<file path="src/rtl/tcw_pkg.sv">
`timescale 1ns / 1ps

package tcw_pkg;

  // Grid geometry.
  localparam int COLUMNS    = 80;
  localparam int ROWS       = 25;
  localparam int CELL_COUNT = COLUMNS * ROWS;
  localparam int ADDR_W     = $clog2(CELL_COUNT);

  // Field widths.
  localparam int OP_W   = 3;
  localparam int CHAR_W = 8;
  localparam int COL_W  = 7;
  localparam int ROW_W  = 5;

  localparam logic [COL_W-1:0] COL_MAX = COL_W'(COLUMNS - 1);
  localparam logic [ROW_W-1:0] ROW_MAX = ROW_W'(ROWS - 1);

  // Depth of the command queue between front and back.
  localparam int FIFO_DEPTH = 2;

  localparam logic [CHAR_W-1:0] TEXT_COLOUR_RESET = 8'd15;

  // Character codes.
  localparam logic [CHAR_W-1:0] CH_SPACE   = 8'h20;
  localparam logic [CHAR_W-1:0] CH_NEWLINE = 8'h0A;
  localparam logic [CHAR_W-1:0] CH_ZERO    = 8'h30;
  localparam logic [CHAR_W-1:0] CH_A       = 8'h41;

  // Opcodes of an input beat.
  localparam logic [OP_W-1:0] OP_WRITE_CHAR = 3'd0;
  localparam logic [OP_W-1:0] OP_WRITE_HEX  = 3'd1;
  localparam logic [OP_W-1:0] OP_SET_POS    = 3'd2;
  localparam logic [OP_W-1:0] OP_CLEAR      = 3'd3;
  localparam logic [OP_W-1:0] OP_READ_CELL  = 3'd4;

  typedef enum logic [2:0] {
    CMD_CHAR,
    CMD_HEX,
    CMD_SETPOS,
    CMD_CLEAR,
    CMD_READ,
    CMD_NOP
  } cmd_kind_e;

  // Classified command as it travels through the queue.
  typedef struct packed {
    cmd_kind_e               kind;
    logic [CHAR_W-1:0]       ch0;
    logic [CHAR_W-1:0]       ch1;
    logic [CHAR_W-1:0]       colour;
    logic [COL_W-1:0]        col;
    logic [ROW_W-1:0]        row;
  } cmd_t;

  // Status of the execution side.
  typedef struct packed {
    logic busy;
    logic clearing;
  } back_status_t;

endpackage

</file>
<file path="src/rtl/tcw_fifo.sv">
`timescale 1ns / 1ps

module tcw_fifo (
  input  logic          clk_i,
  input  logic          rst_ni,
  input  logic          push_valid_i,
  output logic          push_ready_o,
  input  tcw_pkg::cmd_t push_data_i,
  output logic          pop_valid_o,
  input  logic          pop_ready_i,
  output tcw_pkg::cmd_t pop_data_o
);

  import tcw_pkg::*;

  localparam int PTR_W = (FIFO_DEPTH > 1) ? $clog2(FIFO_DEPTH) : 1;
  localparam int CNT_W = $clog2(FIFO_DEPTH + 1);
  localparam logic [PTR_W-1:0] PTR_LAST = PTR_W'(FIFO_DEPTH - 1);
  localparam logic [CNT_W-1:0] CNT_FULL = CNT_W'(FIFO_DEPTH);

  cmd_t             slot_q [FIFO_DEPTH];
  logic [PTR_W-1:0] wr_ptr_q, wr_ptr_d;
  logic [PTR_W-1:0] rd_ptr_q, rd_ptr_d;
  logic [CNT_W-1:0] cnt_q, cnt_d;
  logic             push, pop;

  assign push_ready_o = (cnt_q != CNT_FULL);
  assign pop_valid_o  = (cnt_q != '0);
  assign push         = push_valid_i && push_ready_o;
  assign pop          = pop_ready_i && pop_valid_o;
  assign pop_data_o   = slot_q[rd_ptr_q];

  always_comb begin
    wr_ptr_d = wr_ptr_q;
    rd_ptr_d = rd_ptr_q;
    cnt_d    = cnt_q;
    if (push) begin
      wr_ptr_d = (wr_ptr_q == PTR_LAST) ? '0 : wr_ptr_q + 1'b1;
    end
    if (pop) begin
      rd_ptr_d = (rd_ptr_q == PTR_LAST) ? '0 : rd_ptr_q + 1'b1;
    end
    if (push && !pop) begin
      cnt_d = cnt_q + 1'b1;
    end else if (pop && !push) begin
      cnt_d = cnt_q - 1'b1;
    end
  end

  always_ff @(posedge clk_i or negedge rst_ni) begin
    if (!rst_ni) begin
      wr_ptr_q <= '0;
      rd_ptr_q <= '0;
      cnt_q    <= '0;
    end else begin
      wr_ptr_q <= wr_ptr_d;
      rd_ptr_q <= rd_ptr_d;
      cnt_q    <= cnt_d;
    end
  end

  always_ff @(posedge clk_i) begin
    if (push) begin
      slot_q[wr_ptr_q] <= push_data_i;
    end
  end

endmodule

</file>
<file path="config.mk">
export PLATFORM = sky130hd
export DESIGN_NAME = tcw_fifo
export DESIGN_NICKNAME = d
export VERILOG_FILES = /design/src/rtl/tcw_pkg.sv /design/src/rtl/tcw_fifo.sv
export SDC_FILE = /design/constraint.sdc
export NUM_CORES = 1
export LEC_CHECK = 0
export CORE_MARGIN = 3
export CORE_UTILIZATION = 54
export CTS_BUF_LIST = sky130_fd_sc_hd__clkbuf_16
export CTS_CLUSTER_SIZE = 14
export DETAILED_ROUTE_END_ITERATION = 8
export DONT_BUFFER_PORTS = 1
export PLACE_DENSITY = 0.69
export SKIP_LAST_GASP = 1
export SYNTH_ARGS = -nofsm -noshare
export SYNTH_HDL_FRONTEND = slang
export SYNTH_SLANG_ARGS = --single-unit
</file>
<file path="constraint.sdc">
create_clock -name clk_i -period 3.2 [get_ports clk_i]
set_input_delay 0.64 -clock clk_i [delete_from_list [all_inputs] [get_ports clk_i]]
set_output_delay 0.64 -clock clk_i [all_outputs]
set_load 0.05 [all_outputs]
</file>
==> metrics.md <==
| Metric | Value |
|---|---|
| PortBufs | `0` |
| Critical path class | `register to primary output` |
| Die area | `6550 um^2` |
| RSZ-0062 raised after global routing | `no` |
| Hold Path Depth | `0` |
| Diodes inserted | `0` |
| H-tree depth | `3` |
| Worst r2r dst | `slot_q[0][15]` |
| CTS tree | `built` |
| Worst-path fanout max | `40` |
| Final Hold Violating Endpoints | `0` |
| Setup TNS | `0 ns` |
| Hold Crit Start | `push_data_i[28]` |
| Commonest non-fill, non-tap cell in the layout | `edfxtp_1` |
| Chip Height | `80.9 um` |
| First-pass GRT wire length | `6310 um` |
| Core area | `5270 um^2` |
| Reg2reg start | `cnt_q[0]` |
| Setup WS post-layout | `0.747 ns` |
| Global-route usage over all layers | `13.8%` |
| Layout cells sized above 1 | `39.2%` |
| Worst-path cell chain | `mux2_2` |
| Hold Crit Endpoint | `slot_q[0][28]` |
| Post-DRT Antenna Nets | `0` |
| Fmax | `408 MHz` |
| Row count | `26` |
| Vias | `1207` |
| Internal reg-to-reg setup slack | `1.20 ns` |
| CP required | `2.56 ns` |
| Initial antenna violation count | `0` |
| Pre-CTS setup slack | `1.06 ns` |
| Cell Count Post-Placement | `206` |
| Post-Syn Area per Cell | `21.8 um^2` |
| Vias in the first global route | `1249` |
| Ys Warns | `0` |
| Slowest CP cell | `dfrtp_2` |
| Clock buffer depth | `2` |
| Post-CTS sizing | `0` |
| Data arrival, critical path | `1.81 ns` |
| Drt pass-1 iters | `4` |
| Slew Limit Fails | `0` |
| Area grow syn2layout | `11.8%` |
| Synth Instances | `139` |
| Distinct cells, synth | `14` |
| Final period util | `76.7%` |
| Worst-path clk slew | `0.06 ns` |
| DR iter-0 viols | `40` |
| Grt ovf | `0` |
| Routed length per placed instance | `19.8 um` |
| Clock Sinks | `82` |
| Final HPWL DP | `2950 um` |
| Skew-Pair Late Insertion Delay | `0.32 ns` |
| Clock root buffer master | `clkbuf_16` |
| # Post-CTS Setup Buffers | `0` |
| Largest net degree at the start of global routing | `41` |
| Worst Skew | `0.00505 ns` |
| Hold/Removal Path Class | `primary input to register` |
| Final Non-Filler Cells | `223` |
| Nets | `192` |
| Starting Density | `57.5%` |
| Die width | `80.9 um` |
| Startpoint Class | `register` |
| Residual DRC count | `0` |
| Clock period minus final worst setup slack | `2.45 ns` |
| IO Pins | `84` |
| Worst Tran Pin Value | `0.880 ns` |
| Syn Std Cell Area | `3030 um^2` |
| Post-Syn Nets | `183` |
| DR vias/cell | `5.41` |
| R2R cell count | `4` |
| Gpl congestion | `0.578` |
| Crit path max-delay family | `flip-flops` |
| Register area share after synthesis | `80.5%` |
| Yosys reg bits | `82` |
| Nature of the critical path endpoint | `primary output` |
| Final setup viols | `0` |
| CTS Buf Count | `9` |
| Delay of the slowest critical-path stage | `0.93 ns` |
| Drt total wl | `4420 um` |
| Commonest non-fill, non-tap cells in the layout | `78 x edfxtp_1, 39 x mux2_2, 9 x clkbuf_16` |
| Buf+Inv Stages, Crit Path | `0` |
| Status | `completed` |
| Rel. slew slack | `41.3%` |
| Number of max-cap violations | `0` |
flip-flops by register name, summed over array words and instances (netlist names):
signal	flops
slot_q	78
cnt_q	2
rd_ptr_q	1
wr_ptr_q	1
layout make-up:
class / count / area (um^2)
clock buffers: 9 / 225
clock inverters: 7 / 62.6
fillers: 365 / 1880
inverters: 1 / 3.75
multi-input cells: 52 / 551
flip-flops and latches: 82 / 2440
well taps: 70 / 87.6
repair buffers: 2 / 17.5
cells in the mapped netlist (all sizes together):
cell type / number / share of area, %
edfxtp: 78 / 77
nor2: 2 / 0.25
nand2b: 1 / 0.45
buf: 4 / 1.5
or2: 1 / 0.29
and3: 1 / 0.21
mux2: 39 / 14
nand2: 2 / 0.33
inv: 1 / 0.12
dfrtp: 4 / 3.3
xor2: 2 / 0.58
xnor2: 3 / 0.87
ha: 1 / 0.41
metrics by stage:
stage / hold WS, ns / util, % / instance area, um^2
5_1_grt: 0.396 / 64.3 / 3390
6_report: 0.415 / 64.3 / 3390
4_1_cts: 0.00333 / 64.1 / 3380
3_5_place_dp: 0.344 / 58.7 / 3090
3_3_place_gp: 0.345 / 58.7 / 3090
2_1_floorplan: 0.344 / - / 3030
layer usage:
metal | up-vias | wire [um] | GRT usage, %
met1 | 595 | 1530 | 14.3
met2 | 51 | 2350 | 23.6
li1 | 555 | - | -
met3 | 6 | 491 | 7.10
met5 | - | 0 | 0
met4 | 0 | 50 | 5.57
how the worst max path moves through the flow:
stage	depth (start not counted)	endpoint	slack [ns]	startpoint
floorplan	3	slot_q[0][0]	0.35	cnt_q[0]
global placement	1	pop_data_o[7]	1.11	rd_ptr_q
detailed placement	1	pop_data_o[1]	1.06	rd_ptr_q
CTS	1	pop_data_o[1]	0.72	rd_ptr_q
global route	1	pop_data_o[37]	0.65	rd_ptr_q
finish	1	pop_data_o[1]	0.75	rd_ptr_q
logic make-up (layout without fill, tap and decap cells):
group | Yosys count | in the layout | share of synthesized area, %
buf+inv | 5 | 19 | 1.61
xor+xnor | 5 | 5 | 1.44
mux | 39 | 39 | 14.5
simple gates | 7 | 7 | 1.53
fa+ha+maj | 1 | 1 | 0.412
flops | 82 | 82 | 80.5
what timing repair did:
item	4_1_cts	5_1_grt
hold buffers	0	1
endpoints found under the hold margin	0	4
setup endpoints to repair	0	0
Power is left out: the tool's default activity adds up to more than one toggle a clock period on the data nets, which glitch-free logic cannot reach.
