==> config.mk <==
export PLATFORM = sky130hd
export DESIGN_NAME = tcw_front
export DESIGN_NICKNAME = d
export VERILOG_FILES = /design/src/rtl/tcw_pkg.sv /design/src/rtl/tcw_front.sv
export SDC_FILE = /design/constraint.sdc
export NUM_CORES = 1
export LEC_CHECK = 0
export ABC_CLOCK_PERIOD_IN_PS = 4120
export BUFFER_PORTS_ARGS = -buffer_cell sky130_fd_sc_hd__buf_4
export CORE_MARGIN = 2
export CORE_UTILIZATION = 49
export CTS_CLUSTER_SIZE = 12
export DETAILED_ROUTE_END_ITERATION = 10
export GPL_ROUTABILITY_DRIVEN = 0
export PLACE_DENSITY = 0.85
export SETUP_SLACK_MARGIN = 0.3
export SKIP_LAST_GASP = 1
export SYNTH_ARGS = -nofsm -noshare
export SYNTH_HDL_FRONTEND = slang
export SYNTH_SLANG_ARGS = --single-unit
==> constraint.sdc <==
create_clock -name clk_i -period 4.12 [get_ports clk_i]
set_clock_uncertainty 0.2 [all_clocks]
set_input_delay 0.618 -clock clk_i [delete_from_list [all_inputs] [get_ports clk_i]]
set_output_delay 0.618 -clock clk_i [all_outputs]
set_load 0.01 [all_outputs]
==> src/rtl/tcw_pkg.sv <==
`timescale 1ns / 1ps

package tcw_pkg;

  // Grid geometry.
  localparam int COLUMNS    = 80;
  localparam int ROWS       = 25;
  localparam int CELL_COUNT = COLUMNS * ROWS;
  localparam int ADDR_W     = $clog2(CELL_COUNT);

  // Field widths.
  localparam int OP_W   = 3;
  localparam int CHAR_W = 8;
  localparam int COL_W  = 7;
  localparam int ROW_W  = 5;

  localparam logic [COL_W-1:0] COL_MAX = COL_W'(COLUMNS - 1);
  localparam logic [ROW_W-1:0] ROW_MAX = ROW_W'(ROWS - 1);

  // Depth of the command queue between front and back.
  localparam int FIFO_DEPTH = 2;

  localparam logic [CHAR_W-1:0] TEXT_COLOUR_RESET = 8'd15;

  // Character codes.
  localparam logic [CHAR_W-1:0] CH_SPACE   = 8'h20;
  localparam logic [CHAR_W-1:0] CH_NEWLINE = 8'h0A;
  localparam logic [CHAR_W-1:0] CH_ZERO    = 8'h30;
  localparam logic [CHAR_W-1:0] CH_A       = 8'h41;

  // Opcodes of an input beat.
  localparam logic [OP_W-1:0] OP_WRITE_CHAR = 3'd0;
  localparam logic [OP_W-1:0] OP_WRITE_HEX  = 3'd1;
  localparam logic [OP_W-1:0] OP_SET_POS    = 3'd2;
  localparam logic [OP_W-1:0] OP_CLEAR      = 3'd3;
  localparam logic [OP_W-1:0] OP_READ_CELL  = 3'd4;

  typedef enum logic [2:0] {
    CMD_CHAR,
    CMD_HEX,
    CMD_SETPOS,
    CMD_CLEAR,
    CMD_READ,
    CMD_NOP
  } cmd_kind_e;

  // Classified command as it travels through the queue.
  typedef struct packed {
    cmd_kind_e               kind;
    logic [CHAR_W-1:0]       ch0;
    logic [CHAR_W-1:0]       ch1;
    logic [CHAR_W-1:0]       colour;
    logic [COL_W-1:0]        col;
    logic [ROW_W-1:0]        row;
  } cmd_t;

  // Status of the execution side.
  typedef struct packed {
    logic busy;
    logic clearing;
  } back_status_t;

endpackage

==> src/rtl/tcw_front.sv <==
`timescale 1ns / 1ps

module tcw_front (
  input  logic                        clk_i,
  input  logic                        rst_ni,
  input  logic                        in_valid_i,
  output logic                        in_ready_o,
  input  logic [tcw_pkg::OP_W-1:0]    opcode_i,
  input  logic [tcw_pkg::CHAR_W-1:0]  char_code_i,
  input  logic [tcw_pkg::CHAR_W-1:0]  char_colour_i,
  input  logic [tcw_pkg::COL_W-1:0]   pos_col_i,
  input  logic [tcw_pkg::ROW_W-1:0]   pos_row_i,
  input  logic [tcw_pkg::CHAR_W-1:0]  text_colour_i,
  output logic                        cmd_valid_o,
  input  logic                        cmd_ready_i,
  output tcw_pkg::cmd_t               cmd_o
);

  import tcw_pkg::*;

  function automatic logic [CHAR_W-1:0] hex_digit(logic [3:0] nib);
    logic [CHAR_W-1:0] wide;
    wide = {4'b0000, nib};
    return (nib < 4'd10) ? (CH_ZERO + wide) : (CH_A + wide - 8'd10);
  endfunction

  logic  valid_q, valid_d;
  cmd_t  cmd_q, cmd_d;
  logic  in_fire;

  assign in_ready_o = !valid_q || cmd_ready_i;
  assign in_fire    = in_valid_i && in_ready_o;

  // Decode the opcode and clamp positions to the grid.
  always_comb begin
    cmd_d        = '0;
    cmd_d.kind   = CMD_NOP;
    cmd_d.ch0    = char_code_i;
    cmd_d.colour = char_colour_i;
    cmd_d.col    = (pos_col_i > COL_MAX) ? COL_MAX : pos_col_i;
    cmd_d.row    = (pos_row_i > ROW_MAX) ? ROW_MAX : pos_row_i;
    case (opcode_i)
      OP_WRITE_CHAR: cmd_d.kind = CMD_CHAR;
      OP_WRITE_HEX: begin
        cmd_d.kind   = CMD_HEX;
        cmd_d.ch0    = hex_digit(char_code_i[7:4]);
        cmd_d.ch1    = hex_digit(char_code_i[3:0]);
        cmd_d.colour = text_colour_i;
      end
      OP_SET_POS:   cmd_d.kind = CMD_SETPOS;
      OP_CLEAR:     cmd_d.kind = CMD_CLEAR;
      OP_READ_CELL: cmd_d.kind = CMD_READ;
      default:      cmd_d.kind = CMD_NOP;
    endcase
  end

  always_comb begin
    valid_d = valid_q;
    if (in_fire) begin
      valid_d = 1'b1;
    end else if (cmd_ready_i) begin
      valid_d = 1'b0;
    end
  end

  always_ff @(posedge clk_i or negedge rst_ni) begin
    if (!rst_ni) begin
      valid_q <= 1'b0;
    end else begin
      valid_q <= valid_d;
    end
  end

  always_ff @(posedge clk_i) begin
    if (in_fire) begin
      cmd_q <= cmd_d;
    end
  end

  assign cmd_valid_o = valid_q;
  assign cmd_o       = cmd_q;

endmodule

==> results of run 1 <==
power breakdown:
part | leakage, uW | internal [uW] | switching (uW)
clock | 0.0000293 | 66.6 | 115
combinational | 0.000645 | 68.3 | 61.8
sequential | 0.000376 | 464 | 6.70
total | 0.00105 | 599 | 183
critical path, stage by stage:
cell and delay, ps:
sky130_fd_sc_hd__buf_4 130, sky130_fd_sc_hd__nor3b_2 710, sky130_fd_sc_hd__o211ai_1 210, sky130_fd_sc_hd__a21boi_0 170
routing by layer:
metal	vias up	wire [um]	track usage, %
met5	-	0	0
met4	0	59	6.667
met3	7	377	7.027
met2	77	1718	31.12
met1	573	1413	24.13
li1	629	-	-
per-stage QoR:
step / power, uW / cell area (um^2) / hold WS [ps] / util (%)
final: 781.9 / 2391 / 269.1 / 71.65
after global routing: 818.4 / 2391 / 246.7 / 71.65
after CTS: 788.9 / 2391 / 248.5 / 71.65
after detailed placement: 609.3 / 2331 / 195.8 / 69.85
after global placement: 604.6 / 2331 / 192.9 / 69.85
after floorplan: 532.4 / 1700 / 122.4 / -
worst paths after layout:
path,startpoint,end,slack (ps)
max reg2reg,cmd_valid_o,cmd_o[0],2320
min,pos_row_i[3],cmd_o[3],270
min in group asynchronous,rst_ni,cmd_valid_o,390
max,opcode_i[2],cmd_o[32],2160
max in group asynchronous,rst_ni,cmd_valid_o,3250
min reg2reg,cmd_valid_o,cmd_valid_o,350
state kept, by name, indices dropped and copies added, names as in the netlist:
register / flops
cmd_valid_o: 1
cmd_o: 38
synthesized netlist by cell type:
master | count | area, um^2
sky130_fd_sc_hd__buf_4 | 1 | 7.510
sky130_fd_sc_hd__and4b_1 | 1 | 10.01
sky130_fd_sc_hd__dfrtp_1 | 1 | 25.02
sky130_fd_sc_hd__conb_1 | 1 | 3.750
sky130_fd_sc_hd__o41ai_1 | 1 | 8.760
sky130_fd_sc_hd__nor2_1 | 3 | 11.26
sky130_fd_sc_hd__a211oi_2 | 1 | 12.51
sky130_fd_sc_hd__edfxtp_1 | 38 | 1141
sky130_fd_sc_hd__inv_1 | 5 | 18.77
sky130_fd_sc_hd__nor2b_1 | 5 | 31.28
sky130_fd_sc_hd__buf_2 | 2 | 10.01
sky130_fd_sc_hd__nand2b_1 | 6 | 37.54
sky130_fd_sc_hd__clkbuf_1 | 4 | 15.01
sky130_fd_sc_hd__a21oi_1 | 6 | 30.03
sky130_fd_sc_hd__buf_6 | 1 | 11.26
sky130_fd_sc_hd__nor3b_2 | 1 | 12.51
sky130_fd_sc_hd__a211oi_1 | 1 | 7.510
sky130_fd_sc_hd__or3_1 | 1 | 6.260
sky130_fd_sc_hd__a21boi_0 | 1 | 7.510
sky130_fd_sc_hd__nand2_1 | 32 | 120.1
sky130_fd_sc_hd__xnor2_1 | 2 | 17.52
sky130_fd_sc_hd__o211ai_1 | 1 | 7.510
sky130_fd_sc_hd__ha_1 | 2 | 25.02
sky130_fd_sc_hd__nor4b_4 | 1 | 23.77
sky130_fd_sc_hd__a21o_1 | 2 | 15.01
sky130_fd_sc_hd__o21ai_0 | 7 | 35.03
sky130_fd_sc_hd__and2_1 | 6 | 37.54
sky130_fd_sc_hd__or3b_4 | 1 | 11.26
cell usage in the layout (no fill, tap or decap):
cell type                        n
sky130_fd_sc_hd__inv_1           5
sky130_fd_sc_hd__o41ai_1         1
sky130_fd_sc_hd__ha_1            2
sky130_fd_sc_hd__or3b_4          1
sky130_fd_sc_hd__nand2b_1        6
sky130_fd_sc_hd__o21ai_0         7
sky130_fd_sc_hd__clkbuf_4        5
sky130_fd_sc_hd__conb_1          1
sky130_fd_sc_hd__a211oi_2        1
sky130_fd_sc_hd__clkinv_2        1
sky130_fd_sc_hd__a211oi_1        1
sky130_fd_sc_hd__nor4b_4         1
sky130_fd_sc_hd__and2_2          1
sky130_fd_sc_hd__xnor2_1         2
sky130_fd_sc_hd__nor2b_1         5
sky130_fd_sc_hd__and4b_1         1
sky130_fd_sc_hd__and2_1          5
sky130_fd_sc_hd__nand2_1        32
sky130_fd_sc_hd__a21o_1          2
sky130_fd_sc_hd__dfrtp_1         1
sky130_fd_sc_hd__buf_4          82
sky130_fd_sc_hd__clkbuf_1        2
sky130_fd_sc_hd__nor2_1          3
sky130_fd_sc_hd__dlygate4sd3_1   1
sky130_fd_sc_hd__a21boi_0        1
sky130_fd_sc_hd__edfxtp_1       38
sky130_fd_sc_hd__a21oi_1         6
sky130_fd_sc_hd__or3_1           1
sky130_fd_sc_hd__o211ai_1        1
sky130_fd_sc_hd__nor3b_2         1
cell type report:
type | count | area share, %
sequential | 39 | 48.77
tap | 46 | 2.407
timing repair buffer | 83 | 26.16
clock buffer | 7 | 1.884
multi-input combinational | 82 | 19.78
inverter | 5 | 0.7849
clock inverter | 1 | 0.2093
cells by family after synthesis:
| logic type | after synthesis |
|---|---|
| buffers and inverters | 13 |
| adder cells (fa/ha/maj) | 2 |
| AND/OR/NAND/NOR | 57 |
| AO/OA/AOI/OAI | 20 |
| other | 1 |
| flip-flops | 39 |
| XOR/XNOR | 2 |
repair_timing:
item                      4_1_cts  5_1_grt
setup buffers                   0        0
hold endpoints to repair        1        0
hold buffers                    1        0
==> run_results.csv, run 1 <==
group,metric,value,unit
timing,final.period_utilization,47.69,%
cts,clock_tree.htree_level_count,2,
worst_setup_path,timing.critical_path.to_type,"register",
floorplanning,fp.dieW,62.91,um
yosys,combinational_family_with_the_most_area_after_synthesis,"simple AND/OR/NAND/NOR gates",
final_layout,multi_input_comb_area,473.0,um^2
timing,worst_pin_slew,858.0,ps
cts,cts_sinks,39,
yosys,syn_inst,134,
yosys,post_synth_mux_area_share,0,%
power,max-vdd-ir-drop,0.1791,mV
flow_run,cap_viol_max_count,0,
final_layout,fraction_of_final_layout_cells_sized_beyond_drive_strength_1,42.86,%
final_layout,diodes,0,
yosys,yosys_register_bits,39,
route,route.detailed.wl_per_inst,13.57,um
yosys,post_synth.cell_area_avg,12.69,um^2
timing,fin_setup_tns,0,ps
timing,rsz_0062_raised_after_global_routing,"false",
route,drc_errors,0,
cts,cts_tree,"built",
global_route,grt.total_usage,19.35,%
route,drt_wl_total,3568,um
worst_setup_path,timing.critical_path.required,4000,ps
floorplanning,num_rows,21,
cts,cts_buffer_depth,2,
final_layout,syn2layout_area_growth,40.62,%
timing,max_slew_margin,42.55,%
yosys,ys_seq_area_share,68.58,%
min_path,worstHoldPathType,"input port to register",
timing,setup-violations-final,0,
worst_setup_path,critical_path_arrival,1850,ps
worst_setup_path,reg2reg_depth,2,
floorplanning,start_util,50.96,%
floorplanning,dieArea,3958,um^2
final_layout,fillers,248,
final_layout,final_cells,263,
yosys,post_synth_fa_ha_maj_area_fraction,1.472,%
route,dr_total_vias,1286,
timing,maxSlewViolCount,0,
timing,post-route-min-period,1965,ps
route,residual_antenna_violating_net_count_after_detailed_routing,0,
power,power.density_cell_area,327.0,nW/um^2
floorplanning,core_region_area,3337,um^2
floorplanning,die_height,62.91,um
global_route,initial_antenna_violation_count,0,
status,run_status,"finished, final reports clean",
route,vias_per_cell,4.890,
yosys,synth_cell_type_count,28,
global_route,wire_length_of_the_first_global_routing_pass,5878,um
timing,final_report_hold_violation_count,0,
yosys,synth_nets,179,
final_layout,regArea,1166,um^2
power,total_leakage_power,0.001050,uW
placed_design,numPlacedInstances,254,
placed_design,placement.io_buffers,82,
placed_design,hpwlAfterDp,2637,um
worst_setup_path,maximum_fanout_along_the_worst_path,16,
route,firstDrtPassIters,4,
cts,root_buffer,"sky130_fd_sc_hd__clkbuf_4",
route,drt_first_iter_violations,57,
yosys,synthesis.area,1700,um^2
floorplanning,boundaryPins,84,
timing,max_freq,509.0,MHz
cts,clk_pin_slew,100,ps
yosys,yosys.area_share.xor_xnor,1.030,%
cts,post_cts_resize_count,0,
min_path,hold_path_depth,1,
yosys,synth_area_in_compound_gates,7.285,%
global_route,globalRouteOverflowTotal,0,
cts,tritoncts.num_buffers,5,
timing,setup_slack,2155,ps
worst_setup_path,criticalPathCategory,"input port to register",
global_route,grt_max_degree,39,
worst_setup_path,startpoint_class_of_the_critical_path,"input port",
placed_design,place_worst_setup_slack,1825,ps
cts,worst_skew_pair.late_latency,330,ps
yosys,yosys.area_share.simple,17.73,%
yosys,synth-warning-count,0,
global_route,via_count_of_the_first_global_routing_pass,1230,
final_layout,nets,261,
No activity file was read; power rests on OpenSTA's default activity.
==> run 2: changes to the inputs <==
Settings changed: ABC_CLOCK_PERIOD_IN_PS 4120 to 1900, CORE_UTILIZATION 49 to 45, PLACE_DENSITY 0.85 to 0.79.
Clock period 4.12 ns to 1.9 ns, I/O delays scaled along.
==> run_results.csv, run 2 (same netlist as run 1, synthesis figures left out) <==
group,metric,value,unit
timing,maxSlewViolCount,0,
power,power.density_cell_area,787.4,nW/um^2
cts,tritoncts.num_buffers,5,
floorplanning,num_rows,22,
route,drt_wl_total,3648,um
placed_design,place_worst_setup_slack,257.2,ps
min_path,worstHoldPathType,"input port to register",
floorplanning,core_region_area,3633,um^2
floorplanning,dieArea,4286,um^2
timing,fin_hold_ws,18.16,ps
timing,final_report_hold_violation_count,0,
worst_setup_path,crit_path_cells,"nand2b_1 -> buf_4",
route,vias_per_cell,4.845,
cts,cts_sinks,39,
final_layout,most-common-layout-cells,"83 x sky130_fd_sc_hd__buf_4, 38 x sky130_fd_sc_hd__edfxtp_1, 32 x sky130_fd_sc_hd__nand2_1",
placed_design,placement.io_buffers,82,
timing,fin_setup_tns,0,ps
placed_design,hpwlAfterDp,2582,um
worst_setup_path,timing.critical_path.required,1410,ps
final_layout,layout.core_utilization,69.04,%
route,drc_errors,0,
cts,root_buffer,"sky130_fd_sc_hd__clkbuf_8",
floorplanning,die_height,65.47,um
worst_setup_path,critical_path_arrival,980,ps
final_layout,mostFrequentLayoutCell,"sky130_fd_sc_hd__buf_4",
timing,setup_slack,437.1,ps
cts,postCtsSetupRepairBufs,0,
power,total_leakage_power,0.001105,uW
route,dr_total_vias,1313,
final_layout,syn2layout_area_growth,47.54,%
global_route,grt.met1_usage,20.41,%
cts,clock_tree.htree_level_count,2,
final_layout,nets,267,
power,fin_total_pwr,1975,uW
cts,worst_skew_pair.late_latency,280,ps
worst_setup_path,crit_slowest_cell,"sky130_fd_sc_hd__dfrtp_1",
global_route,wire_length_of_the_first_global_routing_pass,5437,um
route,firstDrtPassIters,4,
timing,rsz_0062_raised_after_global_routing,"false",
worst_setup_path,maximum_fanout_along_the_worst_path,4,
worst_setup_path,timing.critical_path.to_type,"primary output",
global_route,grt.total_usage,17.18,%
global_route,global_route.usage.met3,7.192,%
final_layout,diodes,0,
route,route.detailed.wl_per_inst,13.46,um
cts,clk_pin_slew,70,ps
floorplanning,boundaryPins,84,
power,max-vdd-ir-drop,0.4090,mV
cts,cts_tree,"built",
status,run_status,"finished, final reports clean",
route,residual_antenna_violating_net_count_after_detailed_routing,0,
global_route,grt_max_degree,39,
floorplanning,start_util,46.80,%
global_route,initial_antenna_violation_count,0,
global_route,globalRouteOverflowTotal,0,
global_route,most_used_routing_layer,"met2",
worst_setup_path,startpoint_class_of_the_critical_path,"register",
timing,final.period_utilization,76.99,%
timing,post-route-min-period,1463,ps
final_layout,largest_register_ffs,38,
timing,setup-violations-final,0,
timing,max_freq,683.6,MHz
global_route,via_count_of_the_first_global_routing_pass,1204,
cts,cts_buffer_depth,2,
route,drt_first_iter_violations,56,
final_layout,fraction_of_final_layout_cells_sized_beyond_drive_strength_1,43.05,%
final_layout,fillers,277,
worst_setup_path,criticalPathCategory,"register to primary output",
floorplanning,fp.dieW,65.47,um
flow_run,cap_viol_max_count,0,
global_route,use_met2,27.68,%
worst_setup_path,critical_path.max_stage_delay,380,ps
==> run 2: what timing repair did <==
item,in CTS,in global routing
hold buffers,5,0
hold endpoints to repair,5,0
setup endpoints to repair,0,38
resized for setup,0,1
==> run 2: power by group <==
| group | internal (uW) | switching [uW] | total (uW) |
|---|---|---|---|
| Clock | 384 | 280 | 664 |
| Combinational | 157 | 135 | 292 |
| Sequential | 1010 | 14.1 | 1020 |
==> run 2: worst paths after layout <==
check	start	end	slack [ps]	depth (start not counted)
max in group asynchronous	rst_ni	cmd_valid_o	1310	2
min in group asynchronous	rst_ni	cmd_valid_o	110	2
hold reg to reg	cmd_valid_o	cmd_valid_o	410	2
setup / recovery	cmd_valid_o	in_ready_o	440	2
hold / removal	opcode_i[2]	cmd_o[38]	20	1
setup reg to reg	cmd_valid_o	cmd_o[36]	500	2
==> run 2: layout make-up <==
cell class	count	area, um^2	share of cell area, %
flip-flops and latches	39	1166	46.48
clock buffers	5	68.82	2.743
repair buffers	88	673.1	26.83
well taps	48	60.06	2.394
inverters	5	18.77	0.7481
multi-input cells	83	483.0	19.25
clock inverters	3	38.79	1.546
==> run 2: through the flow <==
step / cell area, um^2 / cells
3_3_place_gp: 2342 / 257
4_1_cts: 2500 / 270
2_1_floorplan: 1703 / 134
3_5_place_dp: 2342 / 257
5_1_grt: 2509 / 271
6_report: 2509 / 271
==> run 2: critical path: cells and delay by family, from the launching register on <==
family                 cells  cell delay [ps]
and+or+nand+nor            1              160
DFF                        1              380
buffers and inverters      1              150
==> run 2: metal layers <==
metal | vias to the layer above | part of all wire [%]
met4 | 0 | 1.8
met3 | 7 | 9.5
li1 | 637 | -
met5 | - | 0
met2 | 59 | 49
met1 | 610 | 40
